<file path="config.mk">
export PLATFORM = sky130hd
export DESIGN_NAME = flow_sid_set_table
export DESIGN_NICKNAME = d
export VERILOG_FILES = /design/src/rtl/fsst_pkg.sv /design/src/rtl/flow_sid_set_table.sv /design/src/rtl/fsst_ram.sv /design/src/rtl/fsst_ctrl.sv /design/src/rtl/fsst_dp.sv
export SDC_FILE = /design/constraint.sdc
export NUM_CORES = 1
export LEC_CHECK = 0
export ABC_CLOCK_PERIOD_IN_PS = 4900
export BUFFER_PORTS_ARGS = -buffer_cell sky130_fd_sc_hd__buf_2
export CAP_MARGIN = 0
export CORE_MARGIN = 5
export CORE_UTILIZATION = 31
export CTS_CLUSTER_SIZE = 30
export DETAILED_ROUTE_END_ITERATION = 8
export GPL_ROUTABILITY_DRIVEN = 0
export SLEW_MARGIN = 20
export SYNTH_ARGS = -nofsm -noshare
export SYNTH_HDL_FRONTEND = slang
export SYNTH_SLANG_ARGS = --single-unit
</file>
<file path="constraint.sdc">
create_clock -name clk -period 4.9 [get_ports clk]
set_clock_uncertainty 0.05 [all_clocks]
set_input_delay 0.245 -clock clk [delete_from_list [all_inputs] [get_ports clk]]
set_output_delay 0.245 -clock clk [all_outputs]
set_load 0.02 [all_outputs]
</file>
<file path="src/rtl/fsst_pkg.sv">
`timescale 1ns / 1ps

package fsst_pkg;

  localparam int unsigned TABLE_ENTRIES = 16;
  localparam int unsigned SID_W = 32;

  typedef enum logic [1:0] {
    OP_QUERY  = 2'd0,
    OP_SET    = 2'd1,
    OP_UNSET  = 2'd2,
    OP_TOGGLE = 2'd3
  } req_op_t;

  // Commands from the controller to the datapath.
  typedef struct packed {
    logic load;
    logic scan;
    logic commit;
  } cmd_t;

  // Status from the datapath to the controller.
  typedef struct packed {
    logic scan_last;
  } status_t;

endpackage

</file>
<file path="src/rtl/flow_sid_set_table.sv">
`timescale 1ns / 1ps
// Channel   Handshake                 Payload
// request   start in, busy out        req_type, sig_id
// result    done out (one cycle)      was_present, now_present, full_drop
//
// A request is taken when start is high and busy is low.
// To serve it, the block reads the memory once per slot, compares the last slot read,
// commits the write and then registers the result beat.
// The result beat is shown for one cycle with done high; the next request may
// be accepted during that cycle.
// The receiver cannot stall. Reset clears the slot valid marks and the controller.

module flow_sid_set_table #(
  parameter int unsigned TABLE_ENTRIES = fsst_pkg::TABLE_ENTRIES
) (
  input  logic                       clk,
  input  logic                       rst,
  input  logic                       start,
  output logic                       busy,
  input  logic [1:0]                 req_type,
  input  logic [fsst_pkg::SID_W-1:0] sig_id,
  output logic                       done,
  output logic                       was_present,
  output logic                       now_present,
  output logic                       full_drop
);

  fsst_pkg::cmd_t    cmd;
  fsst_pkg::status_t status;

  fsst_ctrl u_ctrl (
    .clk   (clk),
    .rst   (rst),
    .start (start),
    .busy  (busy),
    .status(status),
    .cmd   (cmd)
  );

  fsst_dp #(
    .ENTRIES(TABLE_ENTRIES)
  ) u_dp (
    .clk        (clk),
    .rst        (rst),
    .cmd        (cmd),
    .status     (status),
    .req_type   (req_type),
    .sig_id     (sig_id),
    .done       (done),
    .was_present(was_present),
    .now_present(now_present),
    .full_drop  (full_drop)
  );

endmodule

</file>
<file path="src/rtl/fsst_ram.sv">
`timescale 1ns / 1ps

module fsst_ram #(
  parameter int unsigned WIDTH = 32,
  parameter int unsigned DEPTH = 16,
  localparam int unsigned AW = (DEPTH > 1) ? $clog2(DEPTH) : 1
) (
  input  logic             clk,
  input  logic             we,
  input  logic [AW-1:0]    waddr,
  input  logic [WIDTH-1:0] wdata,
  input  logic [AW-1:0]    raddr,
  output logic [WIDTH-1:0] rdata
);

  logic [WIDTH-1:0] mem [DEPTH];

  always_ff @(posedge clk) begin
    if (we) begin
      mem[waddr] <= wdata;
    end
    rdata <= mem[raddr];
  end

endmodule

</file>
<file path="src/rtl/fsst_ctrl.sv">
`timescale 1ns / 1ps

module fsst_ctrl (
  input  logic              clk,
  input  logic              rst,
  input  logic              start,
  output logic              busy,
  input  fsst_pkg::status_t status,
  output fsst_pkg::cmd_t    cmd
);

  typedef enum logic [3:0] {
    S_IDLE  = 4'b0001,
    S_SCAN  = 4'b0010,
    S_LAST  = 4'b0100,
    S_WRITE = 4'b1000
  } state_t;

  state_t state;
  state_t state_next;

  always_ff @(posedge clk) begin
    if (rst) begin
      state <= S_IDLE;
    end else begin
      state <= state_next;
    end
  end

  always_comb begin
    state_next = state;
    cmd = '0;
    case (state)
      S_IDLE: begin
        if (start) begin
          cmd.load = 1'b1;
          state_next = S_SCAN;
        end
      end
      S_SCAN: begin
        cmd.scan = 1'b1;
        if (status.scan_last) begin
          state_next = S_LAST;
        end
      end
      S_LAST: begin
        state_next = S_WRITE;
      end
      S_WRITE: begin
        cmd.commit = 1'b1;
        state_next = S_IDLE;
      end
      default: begin
        state_next = S_IDLE;
      end
    endcase
  end

  assign busy = (state != S_IDLE);

endmodule

</file>
<file path="src/rtl/fsst_dp.sv">
`timescale 1ns / 1ps

module fsst_dp #(
  parameter int unsigned ENTRIES = fsst_pkg::TABLE_ENTRIES
) (
  input  logic                       clk,
  input  logic                       rst,
  input  fsst_pkg::cmd_t             cmd,
  output fsst_pkg::status_t          status,
  input  logic [1:0]                 req_type,
  input  logic [fsst_pkg::SID_W-1:0] sig_id,
  output logic                       done,
  output logic                       was_present,
  output logic                       now_present,
  output logic                       full_drop
);

  localparam int unsigned IDXW = (ENTRIES > 1) ? $clog2(ENTRIES) : 1;
  localparam logic [IDXW-1:0] LAST_IDX = IDXW'(ENTRIES - 1);

  logic [1:0]                 op;
  logic [fsst_pkg::SID_W-1:0] sid;
  logic [IDXW-1:0]            scan_idx;
  logic                       cmp_en;
  logic [IDXW-1:0]            cmp_idx;
  logic                       hit;
  logic [IDXW-1:0]            hit_idx;
  logic                       free_found;
  logic [IDXW-1:0]            free_idx;
  logic [ENTRIES-1:0]         valid;
  logic [fsst_pkg::SID_W-1:0] rdata;

  logic want_add;
  logic remove;
  logic add_ok;

  fsst_ram #(
    .WIDTH(fsst_pkg::SID_W),
    .DEPTH(ENTRIES)
  ) u_sids (
    .clk  (clk),
    .we   (cmd.commit && add_ok),
    .waddr(free_idx),
    .wdata(sid),
    .raddr(scan_idx),
    .rdata(rdata)
  );

  assign status.scan_last = (scan_idx == LAST_IDX);

  always_comb begin
    want_add = 1'b0;
    remove = 1'b0;
    case (fsst_pkg::req_op_t'(op))
      fsst_pkg::OP_QUERY: begin
      end
      fsst_pkg::OP_SET: begin
        want_add = !hit;
      end
      fsst_pkg::OP_UNSET: begin
        remove = hit;
      end
      fsst_pkg::OP_TOGGLE: begin
        remove = hit;
        want_add = !hit;
      end
      default: begin
      end
    endcase
    add_ok = want_add && free_found;
  end

  always_ff @(posedge clk) begin
    if (cmd.load) begin
      op <= req_type;
      sid <= sig_id;
    end
    cmp_idx <= scan_idx;
    was_present <= hit;
    now_present <= (hit && !remove) || add_ok;
    full_drop <= want_add && !free_found;
  end

  always_ff @(posedge clk) begin
    if (rst) begin
      scan_idx <= '0;
      cmp_en <= 1'b0;
      hit <= 1'b0;
      hit_idx <= '0;
      free_found <= 1'b0;
      free_idx <= '0;
      valid <= '0;
      done <= 1'b0;
    end else begin
      cmp_en <= cmd.scan;
      done <= cmd.commit;
      if (cmd.load) begin
        scan_idx <= '0;
        hit <= 1'b0;
        free_found <= 1'b0;
      end else if (cmd.scan && !status.scan_last) begin
        scan_idx <= scan_idx + 1'b1;
      end
      if (cmp_en) begin
        if (valid[cmp_idx] && (rdata == sid) && !hit) begin
          hit <= 1'b1;
          hit_idx <= cmp_idx;
        end
        if (!valid[cmp_idx] && !free_found) begin
          free_found <= 1'b1;
          free_idx <= cmp_idx;
        end
      end
      if (cmd.commit) begin
        if (remove) begin
          valid[hit_idx] <= 1'b0;
        end
        if (add_ok) begin
          valid[free_idx] <= 1'b1;
        end
      end
    end
  end

endmodule
</file>
# [Word-level counts from Yosys, hierarchy flattened]
# Memory sizes are Yosys's and may differ from the RTL's. A register that Yosys moved wholly into a read port is not among the register bits.
# Index checks and enable logic that the tools add are counted.
[word_totals] word_cells=86 ram_bits=512 regBits=77 mem_count=1 out_inout_bits=5 input_bits=37
[op_classes] reduce_logical=22 add_sub_neg=1 order_cmp=5 bitwise_logic=3 n_eq_ne=12 mux=27
[mem_list] name="u_dp.u_sids.mem" depth=16 word_bits=32 rd=1 rd_clocked_by_memory_dff=1 write_ports=1 line_no="fsst_ram.sv:16" text="logic [WIDTH-1:0] mem [DEPTH];"
[op_table] cell="$mux 16" n=4
[op_table] cell="$eq 32x32->1" n=1
[op_table] cell="$mux 1" n=17
[op_table] cell="$and 16x16->16" n=1
[op_table] cell="$not 16->16" n=1
[op_table] cell="$or 16x16->16" n=1
[op_table] cell="$lt 4x5->1 const B" n=3
[op_table] cell="$pmux 4 s3" n=1
[op_table] cell="$logic_and 1x1->1" n=10
[op_table] cell="$demux 1 s4" n=2
[op_table] cell="$eq 4x4->1 const B" n=2
[op_table] cell="$ge 4x1->1 const B" n=2
[op_table] cell="$mux 4" n=2
[op_table] cell="$reduce_and 2->1" n=3
[op_table] cell="$reduce_or 2->1" n=3
[op_table] cell="$logic_not 1->1" n=5
[op_table] cell="$add 4x1->4 const B" n=1
[op_table] cell="$bmux 1 s4" n=1
[op_table] cell="$eq 2x2->1 const B" n=2
[op_table] cell="$eq 4x1->1 const B" n=1
[op_table] cell="$eq 4x2->1 const B" n=1
[op_table] cell="$eq 4x3->1 const B" n=1
[op_table] cell="$ne 4x1->1 const B" n=1
[op_table] cell="$eq 2x1->1 const B" n=1
[op_table] cell="3 further kinds" n=3

# [Longest topological paths before layout]
# Gate-level depths: netlist (run 1).
[logic_depth] ltp_word=11 depth_mapped=6 ltp_nobuf=5

# [Cells and area by module]
# Synthesis (run 1) repeated with hierarchy kept, for this count alone.
[unflattened] cells_unflattened=1103 hier_area_um2=23074.6
[modules_own_cells] module="fsst_ram" cells_each=838 instances=1 area_each_um2=19854.0 seq_area_each_um2=16015.4
[modules_own_cells] module="fsst_dp" cells_each=245 instances=1 area_each_um2=3019.1 seq_area_each_um2=1801.7
[modules_own_cells] module="fsst_ctrl" cells_each=20 instances=1 area_each_um2=201.4 seq_area_each_um2=80.1

# [Least setup slack after synthesis (run 1)]
# Ideal clock, no wire load.
[synth_timing] path_type="register to register" start="register u_ctrl.state[1]" end="register u_dp.hit" path_slack_ns=2.186 setup_ns=0.115 n_path_buf=0 arrival_time_ns=2.549 synth_period_minus_slack_ns=2.714 path_stages_with_launch=6 required_ns=4.735 path_cell_list="dfxtp_1 > nor2_1 > nand3_1 > nor2_1 > nor2_1 > o21ba_2"
[synth_lines] element="from (decl)" line_no="fsst_ctrl.sv:19" text="state_t state;"
[synth_lines] element="from (signal assigned)" line_no="fsst_ctrl.sv:26" text="state <= state_next;"
[synth_lines] element="to (signal assigned)" line_no="fsst_dp.sv:88" text="hit <= 1'b0;"
[synth_lines] element="to (signal assigned)" line_no="fsst_dp.sv:99" text="hit <= 1'b0;"
[synth_lines] element="to (signal assigned)" line_no="fsst_dp.sv:106" text="hit <= 1'b1;"
[synth_lines] element="to (decl)" line_no="fsst_dp.sv:26" text="logic hit;"

# [Worst setup path in the final report (run 1)]
[layout_timing] start="register u_ctrl.state[3]" end="memory u_dp.u_sids.mem[10][12], enable pin"
[layout_between] elab_chain_cells=5
[layout_rtl] element="$eq 4x4->1" line_no="fsst_ctrl.sv:33" text="case (state)"
[layout_rtl] element="$mux 1" line_no="fsst_ctrl.sv:33"
[layout_rtl] element="$logic_and 1x1->1" line_no="fsst_dp.sv:42" text=".we (cmd.commit && add_ok),"
[layout_rtl] element="$mux 1" line_no="fsst_ram.sv:19" text="if (we) begin"
[layout_rtl] element="$mux 1 (implied by the code)" line_no="fsst_ram.sv:20" text="mem[waddr] <= wdata;"
[layout_rtl] element="to (decl)" line_no="fsst_ram.sv:16"
# Every way passes these cells.

==> run_results.csv, run 1 <==
group,metric,value,unit
timing,rsz0062_at_grt,"false",
route,num_vias,10500,
synthesis,synth-main-ff-cell,"edfxtp_1",
worst_setup_path,end_kind,"flop",
run,cap_violations,0,
route,ant_nets,0,
die,start_util,0.312,
timing,worst_pin_slew,1080,ps
clock_tree,postCtsSetupRepairBufs,0,
outcome,status,"finished, final reports clean",
placed_design,place_area,24600,um^2
final_layout,final_cell_mix,"546 x edfxtp_1, 162 x mux4_2, 71 x dfxtp_1, 68 x clkbuf_16, 41 x buf_2",
clock_tree,clock_sinks,621,
placed_design,detailedPlacementHpwl,25800,um
clock_tree,tritoncts,"yes",
final_layout,area_delta_synth_final,16.5,%
global_route,grt_pass1_wl,71000,um
final_layout,mostFrequentLayoutCell,"edfxtp_1",
timing,hold_ws,99.1,ps
global_route,grt_max_degree,133,
timing,setup_tns,0,ps
die,io_pins,42,
route,vias_per_cell,4.81,
placed_design,port_buffers,41,
synthesis,syn_nets,1091,
synthesis,ys_ff_latch,621,
synthesis,async_flop_share,0,
route,drtIter0Drc,991,
worst_setup_path,cp_cell_sequence,"or4b_4 > or2_4 > nor3b_4 > nand2_1 > inv_2",
timing,setup_violations,0,
timing,layout_min_cycle_time,2930,ps
route,wl_met3,2750,um
final_layout,final_area,27100,um^2
synthesis,syn_inst,1053,
timing,slew_headroom,0.281,
final_layout,fillers,6733,
synthesis,avgSynthCellArea,22.1,um^2
min_path,hold_path.class,"input pin to flop",
route,wl_per_cell,21.7,um
worst_setup_path,crit_buf_inv,1,
worst_setup_path,critical_path_class,"flop to flop",
route,dr.pass1.iters,5,
timing,fmax,341,MHz
power,power.density,409,nW/um^2
placed_design,dp.cells,2029,
clock_tree,clk_path_buf_depth,3,
worst_setup_path,path_max_fanout,32,
route,drt_wl_total,47500,um
synthesis,yosysWarnings,0,
worst_setup_path,cp_top_family,"simple AND/OR/NAND/NOR gates",
timing,fin_crit_sh,0.598,
timing,worst_slack,1970,ps
worst_setup_path,crit_required,5050,ps
route,drc,0,
final_layout,antenna_cells,0,
final_layout,drive_above_1_share,0.279,
worst_setup_path,worstPathArrival,3080,ps
timing,hold_violations,0,
clock_tree,numCtsBuffers,67,
power,power.leakage,0.00829,uW
synthesis,yosysUniqueCellTypes,48,
die,die_x,284,um
power,ir_drop,0.240,mV
worst_setup_path,critical_path.slowest_cell,"inv_2",
clock_tree,htree_levels,3,
global_route,overflow,0,
clock_tree,ctsRootBufferMaster,"clkbuf_16",
route,wl_met1,20800,um
clock_tree,clk_latency,590,ps
final_layout,nets,1201,
global_route,antenna_found_initial,1,
timing,slew_violations,0,
die,core,74400,um^2
global_route,grt_usage,0.116,
placed_design,dp_worst_setup_slack,1940,ps
die,dieArea,80600,um^2
worst_setup_path,start_kind,"flop",
final_layout,fin_cells,2185,
global_route,grt_pass1_vias,11000,
synthesis,synth_edf_count,546,
route,dr_wl_met2,22800,um
clock_tree,clk_pin_slew,60,ps
worst_setup_path,cpPeakStageDelay,770,ps
synthesis,syn_area,23200,um^2
die,num_rows,100,
synthesis,ys_seq_area_frac,0.770,
route,top_layer,"met4",
die,die_height,284,um
## final cells by class
class	count	area, um^2	share of cell area
sequential	621	17900	0.661
inverter	19	71.3	0.00263
clock buffer	87	1780	0.0658
timing repair buffer	85	646	0.0238
tap	969	1210	0.0448
clock inverter	35	412	0.0152
multi-input combinational	369	5060	0.187
## state kept, by name, indices dropped and copies added (netlist names), 2 cells and up
name               count
u_dp.sid              32
u_dp.u_sids.rdata     32
u_dp.op                2
u_dp.u_sids.mem      512
u_dp.cmp_idx           4
u_dp.scan_idx          4
u_dp.hit_idx           4
u_dp.free_idx          4
u_dp.valid            16
u_ctrl.state           4
## cells in the mapped netlist (all sizes together), types with 5 or more instances
master,count,share of area
a21oi,22,0.0047
nor3,7,0.0019
clkbuf,19,0.0031
nor4,11,0.0030
or4,5,0.0016
o21ai,19,0.0041
xnor2,5,0.0019
xor2,32,0.012
inv,19,0.0031
nand4,8,0.0022
nor2,16,0.0026
edfxtp,546,0.71
nand2,20,0.0032
mux2i,8,0.0034
dfxtp,75,0.065
nand3,12,0.0033
nand2b,7,0.0019
buf,25,0.0067
mux4,162,0.16
## worst reg2reg max path, cell delays in order (launching register included)
cell	delay, ps
dfxtp_1	450
or4b_4	540
or2_4	310
nor3b_4	270
nand2_1	130
inv_2	780
## metrics by stage
step           utilization  total power (uW)
2_1_floorplan            -              6050
3_3_place_gp         0.330              6150
3_5_place_dp         0.330              6160
4_1_cts              0.364             11200
5_1_grt              0.364             11400
6_report             0.364             11100
## per-layer routing
layer  track usage  vias to the layer above
li1              -                     4620
met1         0.160                     5495
met2         0.186                      318
met3        0.0269                       83
met4        0.0337                        0
met5             0                        -
## final timing paths
check                                            to                          from  depth (start not counted)  slack, ps
setup reg to reg  u_dp.u_sids.mem[10][12]$_DFFE_PP_  u_ctrl.state[3]$_SDFFE_PP0P_                          5       1970
hold / removal         u_ctrl.state[0]$_SDFFE_PP1P_                         start                          4        100
hold reg to reg          u_dp.valid[3]$_SDFFE_PP0P_    u_dp.valid[3]$_SDFFE_PP0P_                          2        430
setup / recovery  u_dp.u_sids.mem[10][12]$_DFFE_PP_  u_ctrl.state[3]$_SDFFE_PP0P_                          5       1970
## logic make-up (layout without fill, tap and decap cells)
family	after synthesis	count (layout)	share of synthesized area
XOR/XNOR	37	37	0.0139
adder cells (fa/ha/maj)	1	1	0.000538
AND/OR/NAND/NOR	109	109	0.0285
flip-flops	621	621	0.770
AO/OA/AOI/OAI	52	52	0.0139
buffers and inverters	63	226	0.0129
multiplexers	170	170	0.160
## report_power, final
group,total [uW],internal (uW),switching (uW),leakage (uW)
Sequential,5890,5800,84.0,0.00554
Clock,5020,3010,2010,0.00106
Combinational,171,75.7,95.0,0.00168
## what timing repair did
item                                   in CTS  in global routing
endpoints found under the hold margin      34                  0
gates resized for setup                     0                  0
hold buffers                               34                  0
Note: power is estimated with default switching activity, not from simulation.
==> run 2: changes to the inputs <==
Settings changed: ABC_CLOCK_PERIOD_IN_PS 4900 to 2900.
Clock period 4.9 ns to 2.9 ns, I/O delays scaled along.
==> run_results.csv, run 2 (synthesis results as in run 1) <==
group,metric,value,unit
placed_design,place_area,25200,um^2
power,p_seq_frac,0.533,
worst_setup_path,critical_path_class,"flop to flop",
global_route,grt_max_degree,50,
die,die_height,284,um
die,start_util,0.312,
placed_design,dp_worst_setup_slack,405,ps
worst_setup_path,cp_top_family,"simple AND/OR/NAND/NOR gates",
worst_setup_path,path_max_fanout,27,
power,power.density,671,nW/um^2
global_route,grt_pass1_vias,11600,
timing,slew_headroom,0.533,
power,ir_drop,0.409,mV
power,power.leakage,0.00859,uW
timing,layout_min_cycle_time,2550,ps
final_layout,antenna_cells,0,
worst_setup_path,start_kind,"flop",
final_layout,reg_top3,"u_dp.u_sids.mem (512), u_dp.sid (32), u_dp.u_sids.rdata (32)",
final_layout,area_delta_synth_final,19.3,%
clock_tree,clk_pin_slew,60,ps
global_route,grt_pass1_wl,78100,um
timing,setup_violations,0,
final_layout,nets,1245,
clock_tree,htree_levels,3,
clock_tree,clock_sinks,621,
die,core,74400,um^2
power,switching_share,0.198,
clock_tree,holdBufCountCts,35,
final_layout,top_register,"u_dp.u_sids.mem",
placed_design,detailedPlacementHpwl,30100,um
timing,fmax,392,MHz
clock_tree,numCtsBuffers,66,
power,p_comb_frac,0.019,
final_layout,drive_above_1_share,0.306,
worst_setup_path,cpPeakStageDelay,550,ps
worst_setup_path,worstPathArrival,2770,ps
outcome,status,"finished, final reports clean",
timing,worst_pin_slew,701,ps
clock_tree,post_cts_resized,0,
route,vias_per_cell,4.93,
clock_tree,clk_path_buf_depth,3,
clock_tree,ctsRootBufferMaster,"clkbuf_16",
timing,worst_slack,350,ps
power,internal_power,14900,uW
die,die_x,284,um
run,cap_violations,0,
route,num_vias,11000,
final_layout,final_area,27700,um^2
worst_setup_path,cp_cell_sequence,"or4b_4 > or2_4 > nor3b_4 > nand2_1 > inv_2 > buf_12",
min_path,hold_path.class,"input pin to flop",
final_layout,final_cell_mix,"546 x edfxtp_1, 162 x mux4_2, 71 x dfxtp_1, 69 x clkbuf_16, 41 x buf_2",
final_layout,largest_register_ffs,512,
power,p_clk_frac,0.448,
global_route,antenna_found_initial,1,
route,ant_nets,0,
worst_setup_path,crit_buf_inv,2,
global_route,overflow,0,
route,dr.pass1.iters,5,
route,drc,0,
timing,fin_crit_sh,0.879,
clock_tree,tritoncts,"yes",
route,drtIter0Drc,1123,
clock_tree,postCtsSetupRepairBufs,0,
worst_setup_path,end_kind,"flop",
power,p_total,18600,uW
worst_setup_path,crit_required,3120,ps
die,io_pins,42,
power,switchingPower,3690,uW
global_route,grt_usage,0.130,
route,drt_wl_total,52500,um
die,num_rows,100,
worst_setup_path,critical_path.slowest_cell,"or4b_4",
clock_tree,clk_latency,590,ps
placed_design,port_buffers,41,
timing,setup_tns,0,ps
route,wl_per_cell,23.5,um
timing,rsz0062_at_grt,"false",
die,dieArea,80600,um^2
final_layout,mostFrequentLayoutCell,"edfxtp_1",
timing,slew_violations,0,
timing,hold_violations,0,
## run 2: cell types whose count changed in the layout (fill, tap and decap cells not counted), sizes merged
cell and delta:
buf +44, clkbuf +9, bufinv -4, clkinv -4, inv -2, clkinvlp +1
dlygate4sd3 +1
## run 2: final cells by class
class                      count  area, um^2
clock buffer                  96        1910
fill                        6677       46700
clock inverter                26         267
sequential                   621       17900
multi-input combinational    369        5060
timing repair buffer         130        1310
inverter                      19        71.3
tap                          969        1210
## run 2: worst paths after layout
check	end	from	slack (ps)	depth (start not counted)
worst max-delay path	u_dp.u_sids.mem[1][18]$_DFFE_PP_	u_ctrl.state[3]$_SDFFE_PP0P_	350	6
worst min-delay path	u_dp.cmp_en$_SDFF_PP0_	rst	40	2
worst max register to register	u_dp.u_sids.mem[1][18]$_DFFE_PP_	u_ctrl.state[3]$_SDFFE_PP0P_	350	6
worst min register to register	u_dp.valid[7]$_SDFFE_PP0P_	u_dp.valid[7]$_SDFFE_PP0P_	440	2
## run 2: stage by stage
step / hold WS (ps) / std cells / util
6_report: 40.9 / 2230 / 0.373
5_1_grt: 60.1 / 2230 / 0.373
4_1_cts: 5.03 / 2230 / 0.373
3_5_place_dp: 273 / 2073 / 0.339
3_3_place_gp: 273 / 2073 / 0.339
2_1_floorplan: 194 / 1053 / -
## run 2: routing by layer
layer  wire length, um  up-vias  track usage  share of wire
li1                  -     4701            -              -
met1             22800     5854        0.181           0.43
met2             25300      351        0.206           0.48
met3              3060       98       0.0277          0.058
met4              1360        0       0.0396          0.026
met5                 0        -            0              0
## run 2: power groups by stage
stage                     Sequential [uW]  Clock, uW  Combinational (uW)
after global placement              10100          0                 321
after detailed placement            10100          0                 328
after global routing                 9920       8940                 387
after CTS                            9920       8540                 368
final                                9920       8330                 357
after floorplan                     10100          0                 143
==> run 3: changes to the inputs <==
Settings changed: ABC_CLOCK_PERIOD_IN_PS 2900 to default, CORE_UTILIZATION 31 to 50, PLACE_DENSITY from default to 0.66, RECOVER_POWER from default to 100.
==> run_results.csv, run 3 (synthesis results as in run 1) <==
group,metric,value,unit
timing,fin_crit_sh,0.934,
route,num_vias,11000,
clock_tree,ctsRootBufferMaster,"clkbuf_16",
final_layout,mostFrequentLayoutCell,"edfxtp_1",
worst_setup_path,r2r_cells,6,
outcome,violations,"capacitance limit, slew limit",
power,power.leakage,0.00824,uW
min_path,hold_path_depth,2,
worst_setup_path,start_kind,"flop",
route,drtIter0Drc,850,
final_layout,area_delta_synth_final,14.8,%
worst_setup_path,crit_required,3140,ps
placed_design,detailedPlacementHpwl,26700,um
global_route,grt_pass1_wl,73900,um
timing,slew_headroom,-0.100,
placed_design,port_buffers,41,
clock_tree,clock_sinks,621,
global_route,overflow,0,
timing,setup_violations,0,
timing,rsz0062_at_grt,"false",
die,die_x,226,um
global_route,antenna_found_initial,0,
worst_setup_path,r2r-end,"u_dp.u_sids.mem[0][2]$_DFFE_PP_",
worst_setup_path,r2r_slack,190,ps
global_route,grt_max_degree,49,
clock_tree,numCtsBuffers,61,
power,ir_drop,0.515,mV
final_layout,antenna_cells,0,
route,drc,0,
die,core,46300,um^2
placed_design,dp.cells,1708,
timing,hold_violations,0,
worst_setup_path,r2r-start,"u_ctrl.state[3]$_SDFFE_PP0P_",
timing,fmax,369,MHz
clock_tree,clk_latency,620,ps
final_layout,reg_top3,"u_dp.u_sids.mem (512), u_dp.sid (32), u_dp.u_sids.rdata (32)",
route,drt_wl_total,48800,um
die,num_rows,79,
clock_tree,clk_pin_slew,60,ps
timing,setup_tns,0,ps
min_path,hold_path.class,"input pin to flop",
run,cap_violations,2,
timing,slew_violations,80,
min_path,holdPathEnd,"u_dp.sid[10]$_DFFE_PP_",
final_layout,nets,1238,
final_layout,top_register,"u_dp.u_sids.mem",
route,ant_nets,0,
timing,worst_pin_slew,1650,ps
timing,layout_min_cycle_time,2710,ps
die,dieArea,50900,um^2
die,die_height,226,um
route,dr.pass1.iters,5,
final_layout,fin_cells,1858,
worst_setup_path,worstPathArrival,2950,ps
clock_tree,post_cts_resized,0,
die,io_pins,42,
clock_tree,tritoncts,"yes",
clock_tree,holdBufCountCts,36,
outcome,status,"finished with violations",
global_route,grt_pass1_vias,11200,
final_layout,largest_register_ffs,512,
final_layout,final_cell_mix,"546 x edfxtp_1, 162 x mux4_2, 74 x dfxtp_1, 63 x clkbuf_16, 50 x clkbuf_1",
clock_tree,htree_levels,2,
worst_setup_path,end_kind,"flop",
route,wl_per_cell,26.2,um
worst_setup_path,path_max_fanout,19,
clock_tree,clk_path_buf_depth,3,
worst_setup_path,critical_path_class,"flop to flop",
clock_tree,postCtsSetupRepairBufs,0,
final_layout,fillers,3392,
min_path,hold_start,"sig_id[10]",
die,start_util,0.503,
route,vias_per_cell,5.93,
power,power.density,670,nW/um^2
power,p_total,17900,uW
global_route,grt_usage,0.197,
final_layout,drive_above_1_share,0.250,
run 3: changes by cell type in the layout (fill, tap and decap cells not counted), moves of 6 or more:
cell and delta:
buf_12 -22, buf_2 -15, buf_4 -24, buf_6 +14
clkbuf_1 +31, clkbuf_16 -6, clkinv_1 +21, inv_2 -13
run 3: worst max-delay path, cell delays in order, from the launching register on:
cell and delay, ps:
dfxtp_1 440, or4b_1 580, or2_4 340, nor3_2 220
nand2_1 130, inv_2 310, buf_6 300
run 3: power breakdown:
part / internal [uW] / total [uW] / switching, uW
Clock: 4470 / 7630 / 3170
Sequential: 9810 / 9890 / 83.3
Combinational: 130 / 355 / 225
run 3: layer usage:
| layer | up-vias | share of wire | track usage |
|---|---|---|---|
| li1 | 4692 | - | - |
| met1 | 5908 | 0.44 | 0.294 |
| met2 | 337 | 0.49 | 0.308 |
| met3 | 75 | 0.055 | 0.0317 |
| met4 | 0 | 0.021 | 0.0521 |
| met5 | - | 0 | 0 |
run 3: layout make-up:
type | count | area (um^2) | area share
Clock buffer | 81 | 1670 | 0.0627
Clock inverter | 33 | 277 | 0.0104
Inverter | 19 | 71.3 | 0.00267
Multi-Input combinational cell | 369 | 5030 | 0.189
Sequential cell | 621 | 17900 | 0.671
Tap cell | 607 | 759 | 0.0285
Timing Repair Buffer | 128 | 970 | 0.0363
run 3: worst max path at each step:
stage,end,from,cells after the start,slack [ps]
4_1_cts,u_dp.u_sids.mem[0][2]$_DFFE_PP_,u_ctrl.state[3]$_SDFFE_PP0P_,6,330
3_5_place_dp,u_dp.u_sids.mem[0][10]$_DFFE_PP_,u_ctrl.state[3]$_SDFFE_PP0P_,6,330
5_1_grt,u_dp.u_sids.mem[0][2]$_DFFE_PP_,u_ctrl.state[3]$_SDFFE_PP0P_,6,70
2_1_floorplan,u_dp.hit$_SDFF_PP0_,u_ctrl.state[1]$_SDFFE_PP0P_,5,190
6_report,u_dp.u_sids.mem[0][2]$_DFFE_PP_,u_ctrl.state[3]$_SDFFE_PP0P_,6,190
3_3_place_gp,u_dp.u_sids.mem[2][6]$_DFFE_PP_,u_ctrl.state[3]$_SDFFE_PP0P_,6,380
run 3: through the flow:
step	instance area, um^2	hold slack (ps)	setup slack (ps)	util
6_report	26700	190	190	0.577
5_1_grt	26700	167	69.5	0.577
4_1_cts	27000	149	335	0.584
3_5_place_dp	24700	273	332	0.534
3_3_place_gp	24700	272	377	0.534
2_1_floorplan	23200	194	186	-
